### config.mk
export PLATFORM = sky130hd
export DESIGN_NAME = pwc_vote
export DESIGN_NICKNAME = d
export VERILOG_FILES = /design/src/design/pwc_pkg.sv /design/src/design/pwc_vote.sv
export SDC_FILE = /design/constraint.sdc
export NUM_CORES = 1
export LEC_CHECK = 0
export CAP_MARGIN = 20
export CORE_MARGIN = 1.5
export CORE_UTILIZATION = 64
export DETAILED_ROUTE_END_ITERATION = 8
export DONT_BUFFER_PORTS = 1
export GPL_TIMING_DRIVEN = 0
export PLACE_DENSITY = 0.77
export SYNTH_ARGS = -nofsm -noshare
export SYNTH_HDL_FRONTEND = slang
export SYNTH_SLANG_ARGS = --single-unit
### constraint.sdc
create_clock -name clk -period 5.2 [get_ports clk]
set_input_delay 1.04 -clock clk [delete_from_list [all_inputs] [get_ports clk]]
set_output_delay 1.04 -clock clk [all_outputs]
set_load 0.05 [all_outputs]
### src/design/pwc_pkg.sv
// Shared types, constants and helper functions for the Parzen window classifier.
package pwc_pkg;

    localparam int TRAIN_DEPTH = 8192;
    localparam int PIXEL_COUNT = 36;
    localparam int CLASS_COUNT = 16;

    localparam int IMAGE_W = 36;
    localparam int LABEL_W = 4;
    localparam int VOTE_W = 14;
    localparam int RADIUS_W = 3;
    localparam int STATUS_W = 2;
    localparam int PADDR_W = 3;
    localparam int PDATA_W = 32;

    localparam int ADDR_W = (TRAIN_DEPTH > 1) ? $clog2(TRAIN_DEPTH) : 1;
    localparam int COUNT_W = $clog2(TRAIN_DEPTH + 1);
    localparam int ENTRY_W = LABEL_W + PIXEL_COUNT;
    localparam int CLASS_IDX_W = $clog2(CLASS_COUNT);
    localparam int DIST_W = $clog2(PIXEL_COUNT + 1);
    localparam int LIMIT_W = 2 * RADIUS_W;
    localparam int CMP_W = (DIST_W > LIMIT_W) ? DIST_W : LIMIT_W;

    localparam logic [VOTE_W-1:0] VOTE_MAX = {VOTE_W{1'b1}};
    localparam logic [COUNT_W-1:0] DEPTH_FULL = COUNT_W'(TRAIN_DEPTH);
    localparam logic [CLASS_IDX_W-1:0] CLASS_LAST = CLASS_IDX_W'(CLASS_COUNT - 1);
    localparam logic [LABEL_W:0] CLASS_LIMIT = (LABEL_W + 1)'(CLASS_COUNT);
    localparam logic [RADIUS_W-1:0] RADIUS_RESET = 3'd2;

    localparam logic OP_LOAD = 1'b0;
    localparam logic OP_CLASSIFY = 1'b1;

    localparam logic [STATUS_W-1:0] STATUS_STORED = 2'd0;
    localparam logic [STATUS_W-1:0] STATUS_FULL = 2'd1;
    localparam logic [STATUS_W-1:0] STATUS_RESULT = 2'd2;

    localparam logic REG_RADIUS = 1'b0;

    typedef struct packed {
        logic clear;
        logic inc;
        logic [CLASS_IDX_W-1:0] inc_label;
        logic pick_start;
    } vote_ctrl_t;

    typedef struct packed {
        logic done;
        logic found;
        logic [CLASS_IDX_W-1:0] best_class;
        logic [VOTE_W-1:0] best_votes;
    } vote_res_t;

    function automatic logic [DIST_W-1:0] ones_count(input logic [PIXEL_COUNT-1:0] value);
        logic [DIST_W-1:0] total;
        total = '0;
        for (int i = 0; i < PIXEL_COUNT; i++)
        begin
            total = total + DIST_W'(value[i]);
        end
        return total;
    endfunction

endpackage

### src/design/pwc_vote.sv
// Per-class vote counters with a serial arg-max pass over the classes.
module pwc_vote
    import pwc_pkg::*;
(
    input  logic       clk,
    input  logic       rst_n,
    input  vote_ctrl_t ctrl,
    output vote_res_t  res
);

    logic [VOTE_W-1:0] votes_reg [CLASS_COUNT];
    logic pick_busy_reg;
    logic [CLASS_IDX_W-1:0] pick_idx_reg;
    logic [VOTE_W-1:0] best_reg;
    logic [CLASS_IDX_W-1:0] best_class_reg;
    logic found_reg;
    logic done_reg;

    logic [CLASS_IDX_W-1:0] rd_idx;
    logic [VOTE_W-1:0] rd_vote;

    always_comb
    begin
        rd_idx = pick_busy_reg ? pick_idx_reg : ctrl.inc_label;
        rd_vote = votes_reg[rd_idx];
    end

    always_ff @(posedge clk or negedge rst_n)
    begin
        if (!rst_n)
        begin
            for (int i = 0; i < CLASS_COUNT; i++)
            begin
                votes_reg[i] <= '0;
            end
        end
        else if (ctrl.clear)
        begin
            for (int i = 0; i < CLASS_COUNT; i++)
            begin
                votes_reg[i] <= '0;
            end
        end
        else if (ctrl.inc && !pick_busy_reg && (rd_vote != VOTE_MAX))
        begin
            votes_reg[rd_idx] <= rd_vote + VOTE_W'(1);
        end
    end

    always_ff @(posedge clk or negedge rst_n)
    begin
        if (!rst_n)
        begin
            pick_busy_reg <= 1'b0;
            pick_idx_reg <= '0;
            best_reg <= '0;
            best_class_reg <= '0;
            found_reg <= 1'b0;
            done_reg <= 1'b0;
        end
        else
        begin
            done_reg <= 1'b0;
            if (ctrl.pick_start)
            begin
                pick_busy_reg <= 1'b1;
                pick_idx_reg <= '0;
                best_reg <= '0;
                best_class_reg <= '0;
                found_reg <= 1'b0;
            end
            else if (pick_busy_reg)
            begin
                if (rd_vote > best_reg)
                begin
                    best_reg <= rd_vote;
                    best_class_reg <= pick_idx_reg;
                    found_reg <= 1'b1;
                end
                if (pick_idx_reg == CLASS_LAST)
                begin
                    pick_busy_reg <= 1'b0;
                    done_reg <= 1'b1;
                end
                else
                begin
                    pick_idx_reg <= pick_idx_reg + CLASS_IDX_W'(1);
                end
            end
        end
    end

    assign res.done = done_reg;
    assign res.found = found_reg;
    assign res.best_class = best_class_reg;
    assign res.best_votes = best_reg;

endmodule

After elaboration in Yosys (flattened, before gate mapping)
Cells that the tools add are included.
Widths: inputs -> output; s select.
- register bits: 249
- word-level logic and storage cells: 67
- add/sub/neg operators: 2
- order comparisons: 3
- equal/unequal tests: 3
- muxes and demuxes: 27
- bitwise logic cells: 1
- reduce and logical (&&, ||, !) cells: 9
- operators by type and width (operator ; count):
    $mux 224 ; 2
    $bwmux 224 ; 1
    $mux 14 ; 6
    $bmux 14 s4 ; 1
    $demux 14 s4 ; 1
    $mux 4 ; 7
    $add 14x1->14 const B ; 1
    $gt 14x14->1 ; 1
    $ne 14x14->1 const B ; 1
    $mux 1 ; 9
    $reduce_bool 2->1 ; 3
    $ge 5x5->1 const B ; 1
    $lt 5x1->1 const B ; 1
    $not 4->5 ; 1
    $add 4x1->4 const B ; 1
    $eq 4x4->1 const B ; 1
    $reduce_and 2->1 ; 2
    $logic_and 1x1->1 ; 3
    $ne 2x2->1 const B ; 1
    $logic_not 1->1 ; 1

Depth between registers and ports, before layout
Gate-level depths: netlist of run 1.
- depth after elaboration: 9
- mapped depth: 20

Least setup slack after synthesis of run 1
OpenSTA, ideal clock, no wires.
- path type: input-to-reg
- start point: input port ctrl[2] (netlist name)
- end point: register best_reg[0]
- arrival: 4.574 ns
- data required time: 5.068 ns
- slack: 0.495 ns
- stages on the path: 19
- path through: buf_2 -> buf_2 -> buf_4 -> buf_2 -> nor4b_1 -> a31oi_1 -> a41oi_1 -> nor4_2 -> ha_1 -> nor2b_1 -> o21a_1 -> o21a_1 -> o21a_1 -> o21a_1 -> o21ai_0 -> a311o_1 -> clkbuf_1 -> mux2i_1 -> nor2_1
- word-level cells in the longest chain between the ends: 8
- elaborated cells on any way between the ends: 11
- classes of those cells: 1 x order compare; 7 x mux; 1 x bitwise; 2 x reduce/logical
- RTL lines (element ; RTL line ; RTL):
    start: declaration ; pwc_vote.sv:7 ; input vote_ctrl_t ctrl,
    $mux 4 * ; pwc_vote.sv:24 ; rd_idx = pick_busy_reg ? pick_idx_reg : ctrl.inc_label;
    $not 4->5 (not written as such) * ; pwc_vote.sv:25 ; rd_vote = votes_reg[rd_idx];
    $bmux 14 s4 * ; pwc_vote.sv:25 ;
    $mux 14 (not written as such) * (2 in a row) ; pwc_vote.sv:25 ;
    $gt 14x14->1 or $mux 14 (tied branches) ; pwc_vote.sv:74 ; if (rd_vote > best_reg)
    $reduce_bool 2->1 (no line) or $mux 14 (tied branches) ; - ;
    $reduce_and 2->1 (no line) or $mux 14 (tied branches) ; - ;
    end signal: assignment ; pwc_vote.sv:76 ; best_reg <= rd_vote;
    end: declaration ; pwc_vote.sv:14 ; logic [VOTE_W-1:0] best_reg;
Mark *: on every way between the ends. The rest lies on a longest branch, timed or not. The select of a mux whose other input is x is not followed.
A chain may end at the register's enable or synchronous reset.

Worst setup path in the final report of run 1
- start point: register pick_busy_reg
- end point: register votes_reg[145] (netlist name)
- word-level cells in the longest chain between the ends: 9
- elaborated cells on any way between the ends: 19
- classes of those cells: 1 x add/sub; 2 x order compare; 1 x eq/ne; 9 x mux; 1 x bitwise; 5 x reduce/logical
- RTL lines (element ; RTL line ; RTL):
    start: declaration ; pwc_vote.sv:12 ; logic pick_busy_reg;
    start signal: assignment ; pwc_vote.sv:54 ; pick_busy_reg <= 1'b0;
    start signal: assignment ; pwc_vote.sv:66 ; pick_busy_reg <= 1'b1;
    start signal: assignment ; pwc_vote.sv:82 ; pick_busy_reg <= 1'b0;
    $mux 4 ; pwc_vote.sv:24 ;
    $not 4->5 (not written as such) ; pwc_vote.sv:25, pwc_vote.sv:46 ;
    $bmux 14 s4 (tied with other cells) ; pwc_vote.sv:25 ;
    $mux 14 (not written as such) or $logic_and 1x1->1 (tied branches) ; pwc_vote.sv:25, pwc_vote.sv:46 ;
    $mux 14, on equally long branches ; pwc_vote.sv:25, pwc_vote.sv:46 ;
    $add 14x1->14 or $demux 14 s4 (tied branches) ; pwc_vote.sv:46 ; votes_reg[rd_idx] <= rd_vote + VOTE_W'(1);
    $bwmux 224 ; pwc_vote.sv:46 ;
    $mux 224 ; pwc_vote.sv:44 ; else if (ctrl.inc && !pick_busy_reg && (rd_vote != VOTE_MAX))
    $mux 224 ; pwc_vote.sv:37 ; else if (ctrl.clear)
    end signal: indexed assignment ; pwc_vote.sv:46 ;
    end: declaration ; pwc_vote.sv:11 ; logic [VOTE_W-1:0] votes_reg [CLASS_COUNT];
Parallel ways exist; a longest one is shown, timed or not. The select of a mux whose other input is x is not followed.

==> flow_summary.json, run 1 <==
{
  "final_antenna_net_count": 0,
  "place_area_sq_um": 13500,
  "final_common_cell": "dfrtp_1",
  "r2r-end": "votes_reg[145]",
  "cpMaxStageDelayCell": "nor4_4",
  "min_path_type": "in2async",
  "clock-root-buffer": "clkbuf_16",
  "period_share_pct": 97.4,
  "clock_latency_ns": 0.56,
  "vias": 10500,
  "layout_common_cells": "dfrtp_1 (249), a22o_1 (208), nor2_1 (141)",
  "largest_reg_flops": 224,
  "drt_iter0_markers": 1194,
  "powerDensity_nw_per_um2": 322,
  "grt_max_degree": 250,
  "final.setup_skew_ns": 0.0147,
  "cts_inserted_buffers": 26,
  "hold_viol_final": 0,
  "maxCapViolCount": 0,
  "grt_use_total_pct": 38.3,
  "rr_startpoint": "pick_busy_reg",
  "outcome": "completed",
  "synth_edf_count": 0,
  "instances_no_fill": 1465,
  "finalSetupViolations": 0,
  "wl_um": 40400,
  "cts.sink_count": 249,
  "grt_first_pass_wirelength_um": 62200,
  "path_cells": "mux2i_1, buf_2, clkbuf_4, mux4_2, nor2_1, nor4_4, ha_1, nand3_2, nor4_4, buf_4, nor4_1, nor2_2, buf_4, a22o_1",
  "rsz0062_at_grt": "false",
  "ys_seq_elements": 249,
  "cts_hold_buffers": 0,
  "cts.clk_slew.worst_paths_ns": 0.06,
  "antenna_found_initial": 0,
  "tightestPinTransition_ns": 1.10,
  "place.gp.congestion": 0.988,
  "fmax_mhz": 197,
  "drcViolationCount": 0,
  "seq_area_sq_um": 6230,
  "syn_inst": 1149,
  "clock_path_buffers": 3,
  "n_antenna_cell": 0,
  "die_w_um": 146,
  "cp_slowest_stage_delay_ns": 0.57,
  "crit_type": "reg2reg",
  "final_area_sq_um": 14300,
  "slew_headroom_pct": 26.2,
  "fp.dieH_um": 146,
  "place_inst": 1419,
  "vias_per_cell": 7.16,
  "wl_per_cell_um": 27.6,
  "ys_types": 58,
  "period_minus_slack_ns": 5.06,
  "layout_setup_ws_ns": 0.136,
  "overflow": 0,
  "synthFlopType": "dfrtp_1",
  "area_growth_pct": 8.97,
  "cp_max_fo": 10,
  "fp.dieArea_sq_um": 21400,
  "crit_arrival_ns": 5.54,
  "multiInputGateArea_sq_um": 6040,
  "required_ns": 5.68,
  "synth.avg_cell_area_sq_um": 11.4,
  "place_hpwl_um": 28200,
  "place_ws_ns": -0.621,
  "n_fill_cell": 1444,
  "netlist_area_sq_um": 13100,
  "io_buffers": 0,
  "yosys_warnings": 0,
  "drv_slew": 0,
  "rows": 52,
  "ir_worst_vdd_v": 0.000245,
  "drive_above_1_share_pct": 16.3,
  "critPathTopFamily": "simple AND/OR/NAND/NOR gates",
  "crit_buf_inv": 4,
  "endpoint_kind": "register",
  "r2r_setup_slack_ns": 0.14,
  "synthArstFlopShare_pct": 100,
  "start_kind": "register",
  "ff2ff_path_depth": 14,
  "fin_nets": 1202,
  "syn_nets": 1174,
  "initial_core_util_pct": 65.2,
  "first_pass_iters": 5,
  "ios": 29,
  "core_area_sq_um": 20200,
  "htreeDepth": 1,
  "p_leak_nw": 6.14,
  "grt_pass1_vias": 10300,
  "cts_tree": "yes",
  "yosysSeqAreaShare_pct": 47.4
}
==> metal layers <==
metal	up-vias	global-route usage (%)	routed length [um]
met3	119	8.44	4230
li1	4419	-	-
met4	0	15.1	1790
met2	696	59.7	18200
met5	-	0	0
met1	5256	53.0	16100
==> final cells by class <==
type | count | area share [%]
Clock inverter | 11 | 0.795
Multi-Input combinational cell | 738 | 42.2
Clock buffer | 35 | 4.99
Tap cell | 270 | 2.36
Sequential cell | 249 | 43.5
Buffer | 117 | 5.00
Inverter | 45 | 1.18
==> cells by family after synthesis <==
kind of cell | after synthesis | synth area share (%)
AO/OA/AOI/OAI | 366 | 23.2
XOR/XNOR | 13 | 0.866
adder cells (fa/ha/maj) | 16 | 1.52
buffers and inverters | 162 | 6.69
flip-flops | 249 | 47.4
multiplexers | 64 | 7.77
AND/OR/NAND/NOR | 279 | 12.6
==> Yosys cell counts (16+ instances only) <==
cell type    n  area share [%]
a21o_1      22             1.3
nand2_1     19            0.54
a22o_1     208              14
nor2_1     141             4.0
inv_1       45             1.3
a32oi_1     22             1.5
nor4b_1     23             1.5
clkbuf_1    39             1.1
buf_4       21             1.2
a41oi_1     22             1.5
buf_2       37             1.4
a31oi_1     22             1.0
ha_1        16             1.5
o21bai_1    22             1.3
nor2_2      18            0.86
dfrtp_1    249              47
mux2i_1     33             2.5
mux4_2      30             5.1
==> worst max path at each step <==
| stage | startpoint | to | slack, ns | cells after the start |
|---|---|---|---|---|
| finish | pick_busy_reg | votes_reg[145] | 0.14 | 14 |
| global route | pick_busy_reg | best_reg[1] | 0.08 | 17 |
| CTS | pick_busy_reg | best_reg[10] | 0.06 | 17 |
| detailed placement | ctrl[1] | best_reg[1] | -0.62 | 17 |
| global placement | ctrl[1] | best_class_reg[0] | -0.51 | 17 |
| floorplan | ctrl[2] | best_reg[0] | 0.49 | 19 |
==> repair_timing <==
item / CTS / global route
pin swaps: 0 / 1
setup endpoints to repair: 38 / 32
setup buffers: 0 / 0
gates resized for setup: 2 / 3
==> power by group <==
part / leakage (nW) / switching [mW] / internal (mW) / total [mW]
Clock: 0.402 / 0.798 / 1.02 / 1.82
Combinational: 2.27 / 0.446 / 0.266 / 0.713
Sequential: 3.47 / 0.116 / 1.97 / 2.08
==> metrics by stage <==
stage	total power [mW]	util, %	TNS, ns	hold slack [ns]
after floorplan	2.63	-	0	0.460
after global placement	2.80	66.9	-46.29	0.477
after detailed placement	2.81	66.9	-64.81	0.479
after CTS	4.61	71.0	0	0.169
after global routing	4.74	71.0	0	0.176
final	4.61	71.0	0	0.188
Power figures use the tool's default switching activity.
==> inputs of run 2 (changes only) <==
--- a/config.mk
+++ b/config.mk
@@ -7,11 +7,12 @@
 export LEC_CHECK = 0
 export CAP_MARGIN = 20
 export CORE_MARGIN = 1.5
-export CORE_UTILIZATION = 64
+export CORE_UTILIZATION = 51
+export CTS_CLUSTER_DIAMETER = 30
 export DETAILED_ROUTE_END_ITERATION = 8
 export DONT_BUFFER_PORTS = 1
 export GPL_TIMING_DRIVEN = 0
-export PLACE_DENSITY = 0.77
+export PLACE_DENSITY = 0.63
 export SYNTH_ARGS = -nofsm -noshare
 export SYNTH_HDL_FRONTEND = slang
 export SYNTH_SLANG_ARGS = --single-unit
==> flow_summary.json, run 2 (synthesis gave the netlist of run 1 again) <==
{
  "final_area_sq_um": 15600,
  "tightestPinTransition_ns": 1.01,
  "final_common_cell": "dfrtp_1",
  "place_area_sq_um": 13600,
  "io_buffers": 0,
  "grt_max_degree": 250,
  "slew_headroom_pct": 32.4,
  "p_int_mw": 4.76,
  "final.setup_skew_ns": 0.0186,
  "critPathTopFamily": "simple AND/OR/NAND/NOR gates",
  "p_leak_nw": 6.69,
  "period_minus_slack_ns": 5.01,
  "fp.dieH_um": 164,
  "clock-root-buffer": "clkbuf_16",
  "cp_slowest_stage_delay_ns": 0.56,
  "drive_above_1_share_pct": 20.2,
  "power_mw": 6.45,
  "rows": 58,
  "n_fill_cell": 1990,
  "cts.sink_count": 249,
  "postLayoutCoreUtil_pct": 61.7,
  "wl_um": 43100,
  "crit_type": "reg2reg",
  "htreeDepth": 2,
  "largest_reg_flops": 224,
  "maxCapViolCount": 0,
  "outcome": "completed",
  "initial_core_util_pct": 52.1,
  "cts_tree": "yes",
  "wl_per_cell_um": 27.2,
  "drt_iter0_markers": 1122,
  "ios": 29,
  "hold_viol_final": 0,
  "endpoint_kind": "register",
  "pwr-share-comb_pct": 11.1,
  "powerDensity_nw_per_um2": 414,
  "period_share_pct": 96.4,
  "rsz0062_at_grt": "false",
  "clock_path_buffers": 3,
  "grt_pass1_vias": 10600,
  "overflow": 0,
  "power.share.sequential_pct": 32.3,
  "clock_latency_ns": 0.57,
  "crit_arrival_ns": 5.51,
  "net-switching-power_mw": 1.69,
  "vias": 10600,
  "path_cells": "mux2i_2, clkbuf_4, buf_2, mux4_2, nor2_1, nor4_4, ha_1, nand3_2, nor4_4, buf_4, nor4_1, nor2_1, buf_2, a22o_1",
  "start_kind": "register",
  "drv_slew": 0,
  "place_hpwl_um": 29500,
  "ir_worst_vdd_v": 0.000306,
  "core_area_sq_um": 25300,
  "clockPowerShare_pct": 56.6,
  "vias_per_cell": 6.69,
  "antenna_found_initial": 0,
  "finalSetupViolations": 0,
  "cp_max_fo": 10,
  "cts_inserted_buffers": 56,
  "setup_tns_ns": 0,
  "n_antenna_cell": 0,
  "fp.dieArea_sq_um": 26700,
  "first_pass_iters": 5,
  "cpMaxStageDelayCell": "dfrtp_1",
  "place.gp.congestion": 0.970,
  "cts_hold_buffers": 0,
  "drcViolationCount": 0,
  "grt_use_total_pct": 33.3,
  "grt_first_pass_wirelength_um": 66000,
  "die_w_um": 164,
  "fin_nets": 1234,
  "min_path_type": "in2async",
  "required_ns": 5.70,
  "crit_buf_inv": 4,
  "switching_share_pct": 26.3,
  "final_antenna_net_count": 0,
  "fmax_mhz": 200,
  "area_growth_pct": 18.5,
  "cts.clk_slew.worst_paths_ns": 0.05,
  "layout_common_cells": "dfrtp_1 (249), a22o_1 (208), nor2_1 (141)"
}
==> run 2: changes by cell type in the layout (fill, tap and decap cells not counted), sizes merged <==
cell | before | now
clkbuf | 75 | 119
clkinvlp | 2 | 9
bufinv | 1 | 7
buf | 77 | 79
clkinv | 8 | 9
==> run 2: area by class of cell <==
class | instances | area [sq um] | area share [%]
plain buffers | 117 | 716 | 4.60
clock buffers | 79 | 1640 | 10.5
clock inverters | 25 | 338 | 2.17
inverters | 45 | 169 | 1.08
multi-input cells | 738 | 6050 | 38.9
flip-flops and latches | 249 | 6230 | 40.0
well taps | 330 | 413 | 2.65
repair buffers | 2 | 15.0 | 0.0964
==> run 2: timing repair <==
item	CTS	global route
endpoints found under the setup margin	201	127
pin swaps	1	1
resized for setup	3	3
buffers inserted	0	2
==> run 2: path summary, 6_finish.rpt <==
check                              start                 to  slack [ns]  cells after the start
min in group clk           votes_reg[53]      votes_reg[53]        0.49                      1
setup / recovery           pick_busy_reg     votes_reg[126]        0.19                     14
setup reg to reg           pick_busy_reg     votes_reg[126]        0.19                     14
hold reg to reg            votes_reg[53]      votes_reg[53]        0.49                      1
hold / removal                     rst_n  best_class_reg[1]        0.17                      0
max in group asynchronous          rst_n     votes_reg[167]        4.33                      0
==> run 2: stage by stage <==
stage / setup WS, ns / hold slack, ns / std cells
2_1_floorplan: 0.495 / 0.460 / 1149
3_3_place_gp: -0.737 / 0.476 / 1479
3_5_place_dp: -0.799 / 0.478 / 1479
4_1_cts: 0.0410 / 0.166 / 1583
6_report: 0.189 / 0.173 / 1585
5_1_grt: 0.000334 / 0.161 / 1585
==> run 2: power by group through the flow <==
| stage | sequential [mW] | combinational, mW | clock (mW) |
|---|---|---|---|
| floorplan | 2.11 | 0.525 | 0 |
| global placement | 2.12 | 0.697 | 0 |
| detailed placement | 2.12 | 0.705 | 0 |
| CTS | 2.09 | 0.710 | 3.67 |
| global route | 2.09 | 0.767 | 3.78 |
| finish | 2.09 | 0.716 | 3.65 |
==> run 2: metal layers <==
metal	up-vias	global-route usage, %	share of wire (%)
met5	-	0	0
met4	0	15.0	3.8
met3	107	6.55	8.5
met2	559	50.5	45
met1	5405	46.2	42
li1	4536	-	-
==> inputs of run 3 (changes only) <==
--- a/config.mk
+++ b/config.mk
@@ -13,6 +13,7 @@
 export DONT_BUFFER_PORTS = 1
 export GPL_TIMING_DRIVEN = 0
 export PLACE_DENSITY = 0.63
+export SLEW_MARGIN = 0
 export SYNTH_ARGS = -nofsm -noshare
 export SYNTH_HDL_FRONTEND = slang
 export SYNTH_SLANG_ARGS = --single-unit
==> constraint.sdc (replaced) <==
create_clock -name clk -period 4.9 [get_ports clk]
set_input_delay 0.98 -clock clk [delete_from_list [all_inputs] [get_ports clk]]
set_output_delay 0.98 -clock clk [all_outputs]
set_load 0.05 [all_outputs]
==> flow_summary.json, run 3 (synthesis gave the netlist of run 1 again) <==
{
  "ios": 29,
  "maxCapViolCount": 0,
  "min_path_type": "in2async",
  "ff2ff_path_depth": 18,
  "vias": 10600,
  "vias_per_cell": 6.66,
  "cts.sink_count": 249,
  "p_leak_nw": 6.72,
  "htreeDepth": 2,
  "r2r-end": "best_reg[6]",
  "rsz0062_at_grt": "false",
  "rows": 58,
  "largest_reg_flops": 224,
  "tightestPinTransition_ns": 1.02,
  "antenna_found_initial": 0,
  "critPathTopFamily": "compound AO/OA/AOI/OAI gates",
  "outcome": "completed",
  "io_buffers": 0,
  "powerDensity_nw_per_um2": 439,
  "drt_iter0_markers": 1082,
  "first_pass_iters": 6,
  "fp.dieH_um": 164,
  "r2r_setup_slack_ns": 0.11,
  "grt_max_degree": 250,
  "start_kind": "register",
  "cp_slowest_stage_delay_ns": 0.56,
  "grt_busiest_layer": "met2",
  "wl_per_cell_um": 27.2,
  "wl_um": 43200,
  "fmax_mhz": 209,
  "instances_no_fill": 1587,
  "layout_common_cells": "dfrtp_1 (249), a22o_1 (208), nor2_1 (141)",
  "grt_use_met3_pct": 6.60,
  "place_hpwl_um": 29500,
  "required_ns": 5.32,
  "core_area_sq_um": 25300,
  "final_antenna_net_count": 0,
  "grt_first_pass_wirelength_um": 66100,
  "overflow": 0,
  "drcViolationCount": 0,
  "cpMostUsedCell": "o21a_1",
  "place.gp.congestion": 0.970,
  "fin_nets": 1236,
  "area_growth_pct": 18.8,
  "final.setup_skew_ns": 0.0184,
  "crit_type": "reg2reg",
  "clock-root-buffer": "clkbuf_16",
  "final_common_cell": "dfrtp_1",
  "rr_startpoint": "pick_busy_reg",
  "hold_ws_ns": 0.110,
  "cts_hold_buffers": 0,
  "cts_tree": "yes",
  "initial_core_util_pct": 52.1,
  "ir_worst_vdd_v": 0.000327,
  "hold_viol_final": 0,
  "crit_buf_inv": 4,
  "period_share_pct": 97.7,
  "cpMaxStageDelayCell": "buf_1",
  "clock_latency_ns": 0.57,
  "clock_path_buffers": 3,
  "cts_inserted_buffers": 56,
  "globalRouteMet1Util_pct": 46.3,
  "grtUsageMet2_pct": 50.5,
  "place_inst": 1479,
  "drive_above_1_share_pct": 20.5,
  "period_minus_slack_ns": 4.79,
  "grt_use_total_pct": 33.3,
  "slew_headroom_pct": 32.2,
  "drv_slew": 0,
  "grt_pass1_vias": 10600,
  "cts.clk_slew.worst_paths_ns": 0.05,
  "n_fill_cell": 1983,
  "crit_arrival_ns": 5.20,
  "finalSetupViolations": 0,
  "path_cells": "buf_4, nor3_4, buf_1, o21bai_1, a41oi_1, nor4_4, buf_4, ha_1, nor2b_1, o21a_1, o21a_1, o21a_1, o21a_1, o21ai_0, a311o_1, clkbuf_2, mux2i_1, nor2_1",
  "endpoint_kind": "register",
  "n_antenna_cell": 0,
  "die_w_um": 164,
  "fp.dieArea_sq_um": 26700,
  "cp_max_fo": 10
}
==> run 3: cell types whose count changed in the layout (fill, tap and decap cells not counted), sizes merged <==
cell / change
clkbuf: -2
buf: +4
==> run 3: per-layer routing <==
layer | vias up | part of all wire [%]
met2 | 590 | 45
met3 | 104 | 9.0
met4 | 0 | 3.7
li1 | 4522 | -
met5 | - | 0
met1 | 5351 | 42
==> run 3: area by class of cell <==
type | instances | area [sq um] | share of cell area [%]
buffer | 116 | 722 | 4.62
clock buffer | 79 | 1640 | 10.5
clock inverter | 25 | 338 | 2.16
inverter | 45 | 169 | 1.08
multi-input combinational | 738 | 6070 | 38.8
sequential | 249 | 6230 | 39.9
tap | 330 | 413 | 2.64
timing repair buffer | 5 | 37.5 | 0.240
==> run 3: worst max-delay path by stage <==
stage / startpoint / to / slack [ns] / depth (start not counted)
6_report: pick_busy_reg / best_reg[6] / 0.11 / 18
4_1_cts: pick_busy_reg / best_reg[1] / 0.07 / 19
5_1_grt: pick_busy_reg / best_reg[7] / 0.003 / 18
3_3_place_gp: ctrl[1] / best_reg[0] / -0.98 / 17
2_1_floorplan: ctrl[2] / best_reg[0] / 0.25 / 19
3_5_place_dp: ctrl[1] / best_reg[1] / -1.04 / 17
==> run 3: metrics by stage <==
step | total power, mW | setup TNS, ns | setup WS (ns) | util (%) | instance area [sq um]
after detailed placement | 3.00 | -173.40 | -1.04 | 53.7 | 13600
after global placement | 2.98 | -167.43 | -0.977 | 53.7 | 13600
after floorplan | 2.80 | 0 | 0.255 | - | 13100
after CTS | 6.86 | 0 | 0.0744 | 61.7 | 15600
after global routing | 7.06 | 0 | 0.00326 | 61.8 | 15600
final | 6.86 | 0 | 0.113 | 61.8 | 15600
==> run 3: power by group <==
part | internal, mW | leakage [nW] | switching (mW) | total, mW
Combinational | 0.293 | 2.31 | 0.481 | 0.774
Clock | 2.68 | 0.944 | 1.19 | 3.87
Sequential | 2.09 | 3.47 | 0.122 | 2.22
Total | 5.06 | 6.72 | 1.80 | 6.86
==> run 3: what timing repair did <==
item,CTS,global route
pin swaps,1,2
gates resized for setup,6,11
buffers inserted,2,3
endpoints found under the setup margin,237,167
gates cloned,0,0
